`src/hdl/gpc_pkg.sv`:
```
package gpc_pkg;

    localparam int          BOUND_W      = 12;
    localparam int          THR_W        = 13;
    localparam logic [12:0] THR_RESET    = 13'd7;
    localparam logic [7:0]  WHITE_LEVEL  = 8'hFF;
    localparam int          EARLY_WINDOW = 7;
    localparam int          MAX_RES      = 4;
    localparam int          FIFO_DEPTH   = 4;
    localparam int          FIFO_AW      = 2;

    // boundaries caused by one item, packed from index 0 up
    typedef struct packed {
        logic [1:0]                        last_idx;
        logic [MAX_RES-1:0][BOUND_W-1:0]   bound;
    } bundle_t;

endpackage

```
`src/hdl/gpc_front.sv`:
```
module gpc_front #(
    parameter int MAX_LEN = 4096
) (
    input  logic                       aclk,
    input  logic                       aresetn,
    input  logic                       cfg_valid,
    input  logic [gpc_pkg::THR_W-1:0]  cfg_data,
    output logic                       cfg_ready,
    input  logic                       in_valid,
    input  logic [7:0]                 in_data,
    input  logic                       in_last,
    output logic                       in_ready,
    input  logic                       queue_full,
    output logic                       push,
    output gpc_pkg::bundle_t           bundle
);

    localparam int POS_W = $clog2(MAX_LEN);
    localparam int RUN_W = POS_W + 1;
    localparam int CMP_W = (RUN_W > gpc_pkg::THR_W) ? RUN_W : gpc_pkg::THR_W;
    localparam int DIF_W = (RUN_W > gpc_pkg::BOUND_W) ? RUN_W : gpc_pkg::BOUND_W;

    logic [gpc_pkg::THR_W-1:0] thr_reg, thr_next;
    logic                      in_white_reg, in_white_next;
    logic [RUN_W-1:0]          run_reg, run_next;
    logic [POS_W-1:0]          pos_reg, pos_next;
    logic                      early_reg, early_next;
    logic                      drop_reg, drop_next;

    logic                      accept;
    logic                      white, last_eff, early, pair;
    logic                      drop_now, drop_en, dropped;
    logic [DIF_W-1:0]          pos_ext, gap_start, tail_start;
    logic [3:0]                vld, keep;
    logic [3:0][gpc_pkg::BOUND_W-1:0] cand;
    logic [2:0]                n;

    assign cfg_ready = 1'b1;
    assign in_ready  = !queue_full;
    assign accept    = in_valid && in_ready;

    always_comb begin
        white    = (in_data == gpc_pkg::WHITE_LEVEL);
        last_eff = in_last || (pos_reg == POS_W'(MAX_LEN - 1));
        early    = !white && (pos_reg < POS_W'(gpc_pkg::EARLY_WINDOW)) && !early_reg;

        pair          = 1'b0;
        in_white_next = in_white_reg;
        if (white == in_white_reg) begin
            run_next = run_reg + 1'b1;
        end else if (white) begin
            run_next      = RUN_W'(1);
            in_white_next = 1'b1;
        end else begin
            pair          = (CMP_W'(run_reg) >= CMP_W'(thr_reg));
            run_next      = RUN_W'(1);
            in_white_next = 1'b0;
        end

        pos_ext    = DIF_W'(pos_reg);
        gap_start  = pos_ext - DIF_W'(run_reg);
        tail_start = pos_ext + DIF_W'(1) - DIF_W'(run_next);
        cand[0] = '0;
        cand[1] = gap_start[gpc_pkg::BOUND_W-1:0];
        cand[2] = pos_ext[gpc_pkg::BOUND_W-1:0];
        cand[3] = white ? tail_start[gpc_pkg::BOUND_W-1:0] : pos_ext[gpc_pkg::BOUND_W-1:0];
        vld     = {last_eff, pair, pair, early};

        // the first boundary of a profile without early ink is swallowed
        drop_now = (pos_reg == '0) || drop_reg;
        drop_en  = drop_now && !early_reg && !early;
        dropped  = 1'b0;
        for (int i = 0; i < 4; i++) begin
            keep[i] = vld[i];
            if (vld[i] && drop_en && !dropped) begin
                keep[i] = 1'b0;
                dropped = 1'b1;
            end
        end

        n            = '0;
        bundle.bound = '0;
        for (int i = 0; i < 4; i++) begin
            if (keep[i]) begin
                bundle.bound[n[1:0]] = cand[i];
                n = n + 3'd1;
            end
        end
        bundle.last_idx = 2'(n - 3'd1);
        push            = accept && (n != '0);

        thr_next = cfg_valid ? cfg_data : thr_reg;
        if (last_eff) begin
            pos_next      = '0;
            in_white_next = 1'b1;
            run_next      = '0;
            early_next    = 1'b0;
            drop_next     = 1'b0;
        end else begin
            pos_next   = pos_reg + 1'b1;
            early_next = early_reg || early;
            drop_next  = drop_now && !dropped;
        end
    end

    always_ff @(posedge aclk) begin
        if (!aresetn) begin
            thr_reg      <= gpc_pkg::THR_RESET;
            in_white_reg <= 1'b1;
            run_reg      <= '0;
            pos_reg      <= '0;
            early_reg    <= 1'b0;
            drop_reg     <= 1'b0;
        end else begin
            thr_reg <= thr_next;
            if (accept) begin
                in_white_reg <= in_white_next;
                run_reg      <= run_next;
                pos_reg      <= pos_next;
                early_reg    <= early_next;
                drop_reg     <= drop_next;
            end
        end
    end

endmodule

```
`src/hdl/gpc_fifo.sv`:
```
module gpc_fifo (
    input  logic             aclk,
    input  logic             aresetn,
    input  logic             push,
    input  gpc_pkg::bundle_t wr_bundle,
    output logic             full,
    input  logic             pop,
    output logic             not_empty,
    output gpc_pkg::bundle_t rd_bundle
);

    gpc_pkg::bundle_t                  mem_reg [gpc_pkg::FIFO_DEPTH];
    logic [gpc_pkg::FIFO_AW-1:0]       wr_ptr_reg, wr_ptr_next;
    logic [gpc_pkg::FIFO_AW-1:0]       rd_ptr_reg, rd_ptr_next;
    logic [gpc_pkg::FIFO_AW:0]         count_reg, count_next;

    assign full      = (count_reg == (gpc_pkg::FIFO_AW + 1)'(gpc_pkg::FIFO_DEPTH));
    assign not_empty = (count_reg != '0);
    assign rd_bundle = mem_reg[rd_ptr_reg];

    always_comb begin
        wr_ptr_next = push ? wr_ptr_reg + 1'b1 : wr_ptr_reg;
        rd_ptr_next = pop  ? rd_ptr_reg + 1'b1 : rd_ptr_reg;
        count_next  = count_reg + (gpc_pkg::FIFO_AW + 1)'(push)
                                - (gpc_pkg::FIFO_AW + 1)'(pop);
    end

    always_ff @(posedge aclk) begin
        if (push) begin
            mem_reg[wr_ptr_reg] <= wr_bundle;
        end
    end

    always_ff @(posedge aclk) begin
        if (!aresetn) begin
            wr_ptr_reg <= '0;
            rd_ptr_reg <= '0;
            count_reg  <= '0;
        end else begin
            wr_ptr_reg <= wr_ptr_next;
            rd_ptr_reg <= rd_ptr_next;
            count_reg  <= count_next;
        end
    end

    a_no_overflow: assert property (@(posedge aclk) disable iff (!aresetn)
        push |-> !full) else $error("queue written while full");

    a_no_underflow: assert property (@(posedge aclk) disable iff (!aresetn)
        pop |-> not_empty) else $error("queue read while empty");

    a_ptr_gap: assert property (@(posedge aclk) disable iff (!aresetn)
        (count_reg != '0 && count_reg != (gpc_pkg::FIFO_AW + 1)'(gpc_pkg::FIFO_DEPTH))
        |-> (wr_ptr_reg != rd_ptr_reg)) else $error("pointers disagree with fill count");

endmodule

```
`src/hdl/gpc_back.sv`:
```
module gpc_back (
    input  logic             aclk,
    input  logic             aresetn,
    input  logic             not_empty,
    input  gpc_pkg::bundle_t head,
    output logic             pop,
    output logic             m_tvalid,
    input  logic             m_tready,
    output logic [15:0]      m_tdata,
    output logic             m_tlast
);

    logic [1:0] idx_reg, idx_next;
    logic       take;

    assign m_tvalid = not_empty;
    assign m_tdata  = {{(16 - gpc_pkg::BOUND_W){1'b0}}, head.bound[idx_reg]};
    assign m_tlast  = (idx_reg == head.last_idx);
    assign take     = m_tvalid && m_tready;
    assign pop      = take && m_tlast;

    always_comb begin
        idx_next = idx_reg;
        if (take) begin
            idx_next = m_tlast ? 2'd0 : idx_reg + 2'd1;
        end
    end

    always_ff @(posedge aclk) begin
        if (!aresetn) begin
            idx_reg <= '0;
        end else begin
            idx_reg <= idx_next;
        end
    end

    a_idx_in_range: assert property (@(posedge aclk) disable iff (!aresetn)
        m_tvalid |-> (idx_reg <= head.last_idx)) else $error("read past end of bundle");

    a_idx_restart: assert property (@(posedge aclk) disable iff (!aresetn)
        pop |=> (idx_reg == 2'd0)) else $error("index not cleared after bundle");

    a_stall_holds: assert property (@(posedge aclk) disable iff (!aresetn)
        (m_tvalid && !m_tready) |=> $stable(idx_reg)) else $error("index moved on stall");

endmodule

```
`src/hdl/projection_gap_cutter_top.sv`:
```
// Projection gap cutter: splits a projection profile at wide white gaps.
// Input stream (s_*): one profile value per item in s_tdata[7:0], s_tlast
// on the final value of the profile. A value of 255 is white.
// Output stream (m_*): boundary positions in m_tdata[11:0], ascending;
// m_tlast marks the final boundary caused by one input item.
// Config channel (cfg_*): gap threshold, 13 bits, reset value 7. Write only
// while the block is idle; cfg_ready is always high.
// Each input item is classified combinationally as it is taken; its up to
// four boundaries are pushed as one entry into a four-entry queue. The
// first boundary of an item can appear on m_* in the cycle after the item
// is taken. Input rate is one item per cycle while s_tready is high; the
// output side moves one boundary per cycle while m_tready is high, so
// items with several boundaries fill the queue. s_tready drops only while
// all four entries are occupied, e.g. when m_tready is held low.
// A profile ends on s_tlast or after MAX_LEN values, whichever comes first.
// Reset (aresetn low, synchronous) empties the queue, restores the
// threshold to 7 and starts a fresh profile.
module projection_gap_cutter_top #(
    parameter int MAX_LEN = 4096
) (
    input  logic        aclk,
    input  logic        aresetn,
    input  logic        cfg_valid,
    output logic        cfg_ready,
    input  logic [12:0] cfg_data,
    input  logic        s_tvalid,
    output logic        s_tready,
    input  logic [7:0]  s_tdata,    // [7:0] profile_value
    input  logic        s_tlast,
    output logic        m_tvalid,
    input  logic        m_tready,
    output logic [15:0] m_tdata,    // [11:0] boundary, [15:12] zero
    output logic        m_tlast
);

    gpc_pkg::bundle_t wr_bundle, rd_bundle;
    logic             push, pop, full, not_empty;

    gpc_front #(.MAX_LEN(MAX_LEN)) u_front (
        .aclk       (aclk),
        .aresetn    (aresetn),
        .cfg_valid  (cfg_valid),
        .cfg_data   (cfg_data),
        .cfg_ready  (cfg_ready),
        .in_valid   (s_tvalid),
        .in_data    (s_tdata),
        .in_last    (s_tlast),
        .in_ready   (s_tready),
        .queue_full (full),
        .push       (push),
        .bundle     (wr_bundle)
    );

    gpc_fifo u_fifo (
        .aclk      (aclk),
        .aresetn   (aresetn),
        .push      (push),
        .wr_bundle (wr_bundle),
        .full      (full),
        .pop       (pop),
        .not_empty (not_empty),
        .rd_bundle (rd_bundle)
    );

    gpc_back u_back (
        .aclk      (aclk),
        .aresetn   (aresetn),
        .not_empty (not_empty),
        .head      (rd_bundle),
        .pop       (pop),
        .m_tvalid  (m_tvalid),
        .m_tready  (m_tready),
        .m_tdata   (m_tdata),
        .m_tlast   (m_tlast)
    );

endmodule

```
`config.mk`:
```
export PLATFORM = sky130hd
export DESIGN_NAME = projection_gap_cutter_top
export DESIGN_NICKNAME = d
export VERILOG_FILES = /design/src/hdl/gpc_pkg.sv /design/src/hdl/gpc_front.sv /design/src/hdl/gpc_fifo.sv /design/src/hdl/gpc_back.sv /design/src/hdl/projection_gap_cutter_top.sv
export SDC_FILE = /design/constraint.sdc
export NUM_CORES = 1
export LEC_CHECK = 0
export CORE_ASPECT_RATIO = 1.1
export CORE_MARGIN = 3
export CORE_UTILIZATION = 50
export CTS_CLUSTER_DIAMETER = 200
export DETAILED_ROUTE_END_ITERATION = 16
export DONT_BUFFER_PORTS = 1
export SYNTH_ARGS = -nofsm -noshare
export SYNTH_HDL_FRONTEND = slang
export SYNTH_SLANG_ARGS = --single-unit
```
`constraint.sdc`:
```
create_clock -name aclk -period 7.5 [get_ports aclk]
set_clock_uncertainty 0.2 [all_clocks]
set_input_delay 0.75 -clock aclk [delete_from_list [all_inputs] [get_ports aclk]]
set_output_delay 0.75 -clock aclk [all_outputs]
set_load 0.05 [all_outputs]
```
# Yosys cells after proc, flatten, opt, wreduce, memory -nomap -nowiden
# Memories as Yosys holds them, arrays and structs flattened. A register that Yosys moved wholly into a read port is not among the register bits.
# Index checks and enable logic that the tools add are counted.
# word_totals
mem_count	1
latchBits	0
ramBits	200
output_inout_bits	20
in_bits	27
romBits	0
word_cells	115
ff_bits	50
# classes
n_mul	0
n_mux	41
shifts	0
reduce_logical	33
eq_ne	6
n_lt_le_gt_ge	9
n_div	0
n_addsub	14
bitwise	1
# mem_list
memory	depth	word_bits	read_ports	rd_clocked_by_memory_dff	wr	line_no	text
u_fifo.mem_reg	4	50	1	1	1	gpc_fifo.sv:12	gpc_pkg::bundle_t mem_reg [gpc_pkg::FIFO_DEPTH];
# ops
operator	n
48-bit 2-to-1 mux	3
48-bit bitwise mux	2
12-bit demux with 2-bit select	3
12-bit 2-to-1 mux	6
48-bit AND	1
13-bit 2-to-1 mux	2
12-bit by 1-bit adder with 12-bit output (second input constant)	2
12-bit binary-select mux with 2-bit select	1
12-bit subtractor	2
1-bit logical AND	18
1-bit 2-to-1 mux	18
13-bit by 1-bit adder with 13-bit output (second input constant)	1
13-bit >= comparator	1
12-bit == test (second input constant)	1
12-bit zero test	1
12-bit by 3-bit < comparator with 1-bit output (second input constant)	1
2-bit by 3-bit < comparator with 1-bit output (second input constant)	3
3-bit 2-to-1 mux	3
8-bit == test (second input constant)	1
1-bit zero test	8
2-bit by 1-bit adder with 2-bit output (second input constant)	3
3-bit by 1-bit adder with 3-bit output (second input constant)	2
2-bit 2-to-1 mux	3
3-bit nonzero test	2
other kinds (13)	16

# Longest topological paths before layout
# depth
depth_word	22
ltp_mapped	25
mapped_depth_nobuf	24

# Hierarchy
# Synthesis repeated with hierarchy kept, for this count alone.
# unflattened
hier_cells	976
area_unflattened_um2	13000.0
# by_module_without_submodules
module	seq_area_each_um2	instances	cells_per_inst	area_per_inst_um2
gpc_fifo	6185.9	1	305	7716.2
gpc_front	820.8	1	634	4774.6
gpc_back	40.0	1	37	509.2

# Least setup slack after synthesis
# Ideal clock, no wire load.
# synth_timing
path_kind	input to register
start	input port s_tdata[6]
end	memory u_fifo.mem_reg[0][0] in the netlist's numbering (enable)
required_time_ps	6887
t_arrival_ps	5190
path_stages	16
setup_slack_ps	1697
setup_ps	413
cell_sequence	nand4_1 -> nor2_1 -> nor3_1 -> a211o_1 -> nand2_1 -> inv_1 -> ha_1 -> buf_1 -> clkbuf_1 -> xnor2_1 -> ha_1 -> a211oi_1 -> a311oi_1 -> ha_1 -> a31oi_4 -> and2_1
# synth_between
elab_chain_len	22
# synth_lines
item	line_no	text
from (decl)	projection_gap_cutter_top.sv:28	input logic [7:0] s_tdata,
8-bit == test (*)	gpc_front.sv:43	white = (in_data == gpc_pkg::WHITE_LEVEL);
parallel branches: the longest is 16 deep, another holds 3-bit by 1-bit adder with 3-bit output	-	
3-bit 2-to-1 mux (*)	gpc_front.sv:84	if (keep[i]) begin
3-bit nonzero test (*)	gpc_front.sv:90	push = accept && (n != '0);
1-bit logical AND (*)	gpc_front.sv:90	
1-bit 2-to-1 mux (*)	gpc_fifo.sv:29	if (push) begin
1-bit 2-to-1 mux (implied by the code) (*)	gpc_fifo.sv:30	mem_reg[wr_ptr_reg] <= wr_bundle;
to (decl)	gpc_fifo.sv:12	
# Every way passes the cells marked *.

# Worst setup path in the final report
# layout_timing
start	register u_front.run_reg[2]
end	memory u_fifo.mem_reg[1][16] in the netlist's numbering (enable)
# layout_between
elab_chain_len	17
# layout_lines
item	line_no	text
from (decl)	gpc_front.sv:25	logic [RUN_W-1:0] run_reg, run_next;
from (signal assigned)	gpc_front.sv:118	run_reg <= run_next;
13-bit >= comparator (*)	gpc_front.sv:55	pair = (CMP_W'(run_reg) >= CMP_W'(thr_reg));
1-bit 2-to-1 mux (*)	gpc_front.sv:51	end else if (white) begin
1-bit 2-to-1 mux (*)	gpc_front.sv:49	if (white == in_white_reg) begin
parallel branches: the longest is 9 deep, another holds 3-bit by 1-bit adder with 3-bit output	-	
3-bit 2-to-1 mux (*)	gpc_front.sv:84	
3-bit nonzero test (*)	gpc_front.sv:90	
1-bit logical AND (*)	gpc_front.sv:90	
1-bit 2-to-1 mux (*)	gpc_fifo.sv:29	
1-bit 2-to-1 mux (implied by the code) (*)	gpc_fifo.sv:30	
# Marked as above.

==> impl_metrics.yaml <==
run_status:
  status: "completed"
clocking:
  max-clock-path-buffers: 3
  htreeDepth: 1
  cts_tree: "done"
  clk_transition_reported_paths_ns: 0.06
  cts.sink_count: 252
  ctsRootBufferMaster: "sky130_fd_sc_hd__clkbuf_16"
  postCtsSetupBuffers: 0
  hold_buffers: 0
  tritoncts.num_buffers: 27
  ctsResizeCount: 0
  clk-insertion-delay-late_ns: 0.53
global_routing:
  grt_antenna_before_repair: 0
  pin_count_of_the_biggest_net_entering_global_routing: 51
  vias_in_the_first_global_route: 7952
  grtUsageTotal_pct: 20.60
  global_route_wire_length_before_repair_mm: 45.55
  global_route.overflow_total: 0
route:
  total_drc_errors_in_the_routed_layout: 0
  wl_per_cell_um: 21.35
  detailed_route_wl_mm: 28.67
  iter_0_drt_violations: 538
  drt.antenna.violating_nets: 0
  number_of_detailed_route_iterations_in_the_first_pass: 7
  via_per_inst: 5.818
  routed-via-count: 7813
yosys:
  synth_area_um2: 13020
  number_of_synthesized_flops_with_an_enable_pin: 200
  yosys_register_bits: 252
  post_synth_inst_count: 990
  synth.top_cell.area_share_pct: 46.13
  seq_total_area_yosys_pct: 54.12
  distinct_cell_type_count_of_the_synthesized_netlist: 79
  yosys.area.top_type: "sky130_fd_sc_hd__edfxtp_1"
  avgSynthCellArea_um2: 13.15
  share_of_synthesized_registers_carrying_an_async_set_or_reset_pct: 0
  synthesis_warnings: 0
  synth_flop_cell: "sky130_fd_sc_hd__edfxtp_1"
  synth_area_leaders: "sky130_fd_sc_hd__edfxtp_1 46%, sky130_fd_sc_hd__mux4_2 11%, sky130_fd_sc_hd__dfxtp_1 8.0%"
pwr:
  internal_power_w: 0.002636
  power.static_leakage_nw: 4.911
  power_density_relative_to_cell_area_nw_per_um2: 254.1
  vdd.ir_drop.worst_uv: 271.7
  share_comb_of_total_power_pct: 17.6
  share_seq_of_total_power_pct: 45.7
  power.share.switching_pct: 26.97
  power_frac_clock_pct: 36.8
  power.net_switching_w: 0.0009734
sta:
  max-slew-margin-rel_pct: 30.37
  report.final.slew_viol_count: 0
  final_min_period_over_clock_period_pct: 80.60
  fin_crit_ns: 6.045
  setup_viol_count_final: 0
  final_critical_path_setup_slack_ns: 1.455
  fmax_mhz: 165.4
  hold_vio_cnt_final: 0
  worst-slew-pin-transition_ns: 1.041
  grt_setup_unrepaired: "false"
  timing.setup.tns_ns: 0
worst_setup_path:
  timing.critical_path.arrival_ns: 6.06
  timing.rr.start: "u_front.run_reg[2]"
  startpoint_type: "flop"
  timing_startpoint_of_the_critical_path: "u_front.run_reg[2]"
  timing_worst_setup_path_type: "flop to flop"
  cp.required_ns: 7.51
  end_kind: "flop"
  worst-path-max-fanout: 29
final_layout:
  net_count_reported_at_finish: 1067
  fill_count: 2110
  layout.area.seq_um2: 7052
  insertedDiodeCount: 0
  final_cells: 1343
  post_route_cells_drive_above_1_share_pct: 15.65
  most-common-layout-cells: "200 x sky130_fd_sc_hd__edfxtp_1, 62 x sky130_fd_sc_hd__mux4_2, 61 x sky130_fd_sc_hd__ha_1"
  multiInputGateArea_um2: 5495
  syn2layout_area_growth_pct: 9.082
  largest_register_ffs: 200
  layout_commonest_cell: "sky130_fd_sc_hd__edfxtp_1"
placement:
  routabilityCongestion: 0.8693
  pre_cts_slack_ns: 1.458
  place_inst: 1293
  port_buffers: 0
  dp.final_hpwl_mm: 19.75
floorplanning:
  fp.dieH_um: 175.2
  placeableCoreArea_um2: 25490
  floorplan.rows: 61
  ios: 47
  initial_utilization_pct: 51.07
  die_width_um: 159.9
  die_area_um2: 28010
hold_path:
  holdCritPathClass: "input pin to flop"
  hold_path.startpoint: "aresetn"
run:
  maxCapViolCount: 0
-- final cells by class --
cell class,instances,share of cell area [%]
Inverter,54,1.427
Tap cell,346,3.048
Sequential cell,252,49.65
Multi-Input combinational cell,626,38.69
Clock inverter,10,0.8369
Clock buffer,40,5.550
Timing Repair Buffer,15,0.7929
-- Yosys cell counts, types with 15 or more instances --
| library cell | n |
|---|---|
| sky130_fd_sc_hd__nand2_1 | 58 |
| sky130_fd_sc_hd__mux4_2 | 62 |
| sky130_fd_sc_hd__edfxtp_1 | 200 |
| sky130_fd_sc_hd__and2_1 | 19 |
| sky130_fd_sc_hd__o21ai_0 | 32 |
| sky130_fd_sc_hd__buf_2 | 17 |
| sky130_fd_sc_hd__a22oi_1 | 16 |
| sky130_fd_sc_hd__ha_1 | 61 |
| sky130_fd_sc_hd__nor3_1 | 21 |
| sky130_fd_sc_hd__nor2b_1 | 26 |
| sky130_fd_sc_hd__clkbuf_1 | 29 |
| sky130_fd_sc_hd__xor2_1 | 15 |
| sky130_fd_sc_hd__mux2i_1 | 16 |
| sky130_fd_sc_hd__dfxtp_1 | 52 |
| sky130_fd_sc_hd__nand3_1 | 26 |
| sky130_fd_sc_hd__inv_1 | 52 |
| sky130_fd_sc_hd__xnor2_1 | 25 |
| sky130_fd_sc_hd__nor2_1 | 51 |
| sky130_fd_sc_hd__a21oi_1 | 29 |
-- layer usage --
| metal | track usage (%) | up-vias | wire (um) |
|---|---|---|---|
| met5 | 0 | - | 0 |
| met4 | 5.570 | 0 | 690 |
| met3 | 2.584 | 39 | 1456 |
| met2 | 35.05 | 206 | 13980 |
| met1 | 28.26 | 3832 | 12540 |
| li1 | - | 3736 | - |
-- critical path: stages (launching register included) --
cell and delay, ns:
sky130_fd_sc_hd__dfxtp_1 0.41, sky130_fd_sc_hd__ha_1 0.32, sky130_fd_sc_hd__nand3_1 0.10, sky130_fd_sc_hd__o21bai_1 0.17, sky130_fd_sc_hd__a311o_1 0.38, sky130_fd_sc_hd__a31oi_2 0.72, sky130_fd_sc_hd__nand2_1 0.21, sky130_fd_sc_hd__inv_1 0.13
sky130_fd_sc_hd__ha_1 0.69, sky130_fd_sc_hd__xnor2_1 0.20, sky130_fd_sc_hd__ha_1 0.33, sky130_fd_sc_hd__a211oi_1 0.19, sky130_fd_sc_hd__a311oi_1 0.09, sky130_fd_sc_hd__ha_1 0.23, sky130_fd_sc_hd__a31oi_4 0.25, sky130_fd_sc_hd__and2_2 0.72
sky130_fd_sc_hd__buf_4 0.36
-- path summary, 6_finish.rpt --
kind | endpoint | slack, ns | cells past startpoint
max reg2reg | u_fifo.mem_reg[1][16] | 1.45 | 16
min reg2reg | u_front.drop_reg | 0.26 | 2
max | u_fifo.mem_reg[1][16] | 1.45 | 16
min | u_front.thr_reg[0] | 0.09 | 1
-- power by group through the flow --
stage	sequential (W)	combinational (W)	clock (W)
after floorplan	0.00166	0.000548	0
after global placement	0.00167	0.000646	0
after detailed placement	0.00168	0.000646	0
after CTS	0.00165	0.000648	0.00136
after global routing	0.00166	0.000683	0.00142
final	0.00165	0.000634	0.00133
-- kinds of logic after synthesis --
group | Yosys count | share of synthesized area [%]
multiplexers | 84 | 12.68
adder cells (fa/ha/maj) | 64 | 6.323
other | 2 | 0.05768
AO/OA/AOI/OAI | 173 | 9.524
buffers and inverters | 115 | 3.796
AND/OR/NAND/NOR | 260 | 10.81
flip-flops | 252 | 54.12
XOR/XNOR | 40 | 2.691
-- stage by stage --
stage	hold WS, ns	instance area [um^2]	power (W)	utilization, %
after detailed placement	0.2575	13300	0.002325	52.15
after floorplan	0.2410	13030	0.002207	-
after CTS	0.06740	14200	0.003655	55.71
after global routing	0.08364	14200	0.003759	55.71
final	0.09028	14200	0.003609	55.71
after global placement	0.2479	13300	0.002320	52.15
Power figures use the tool's default switching activity.
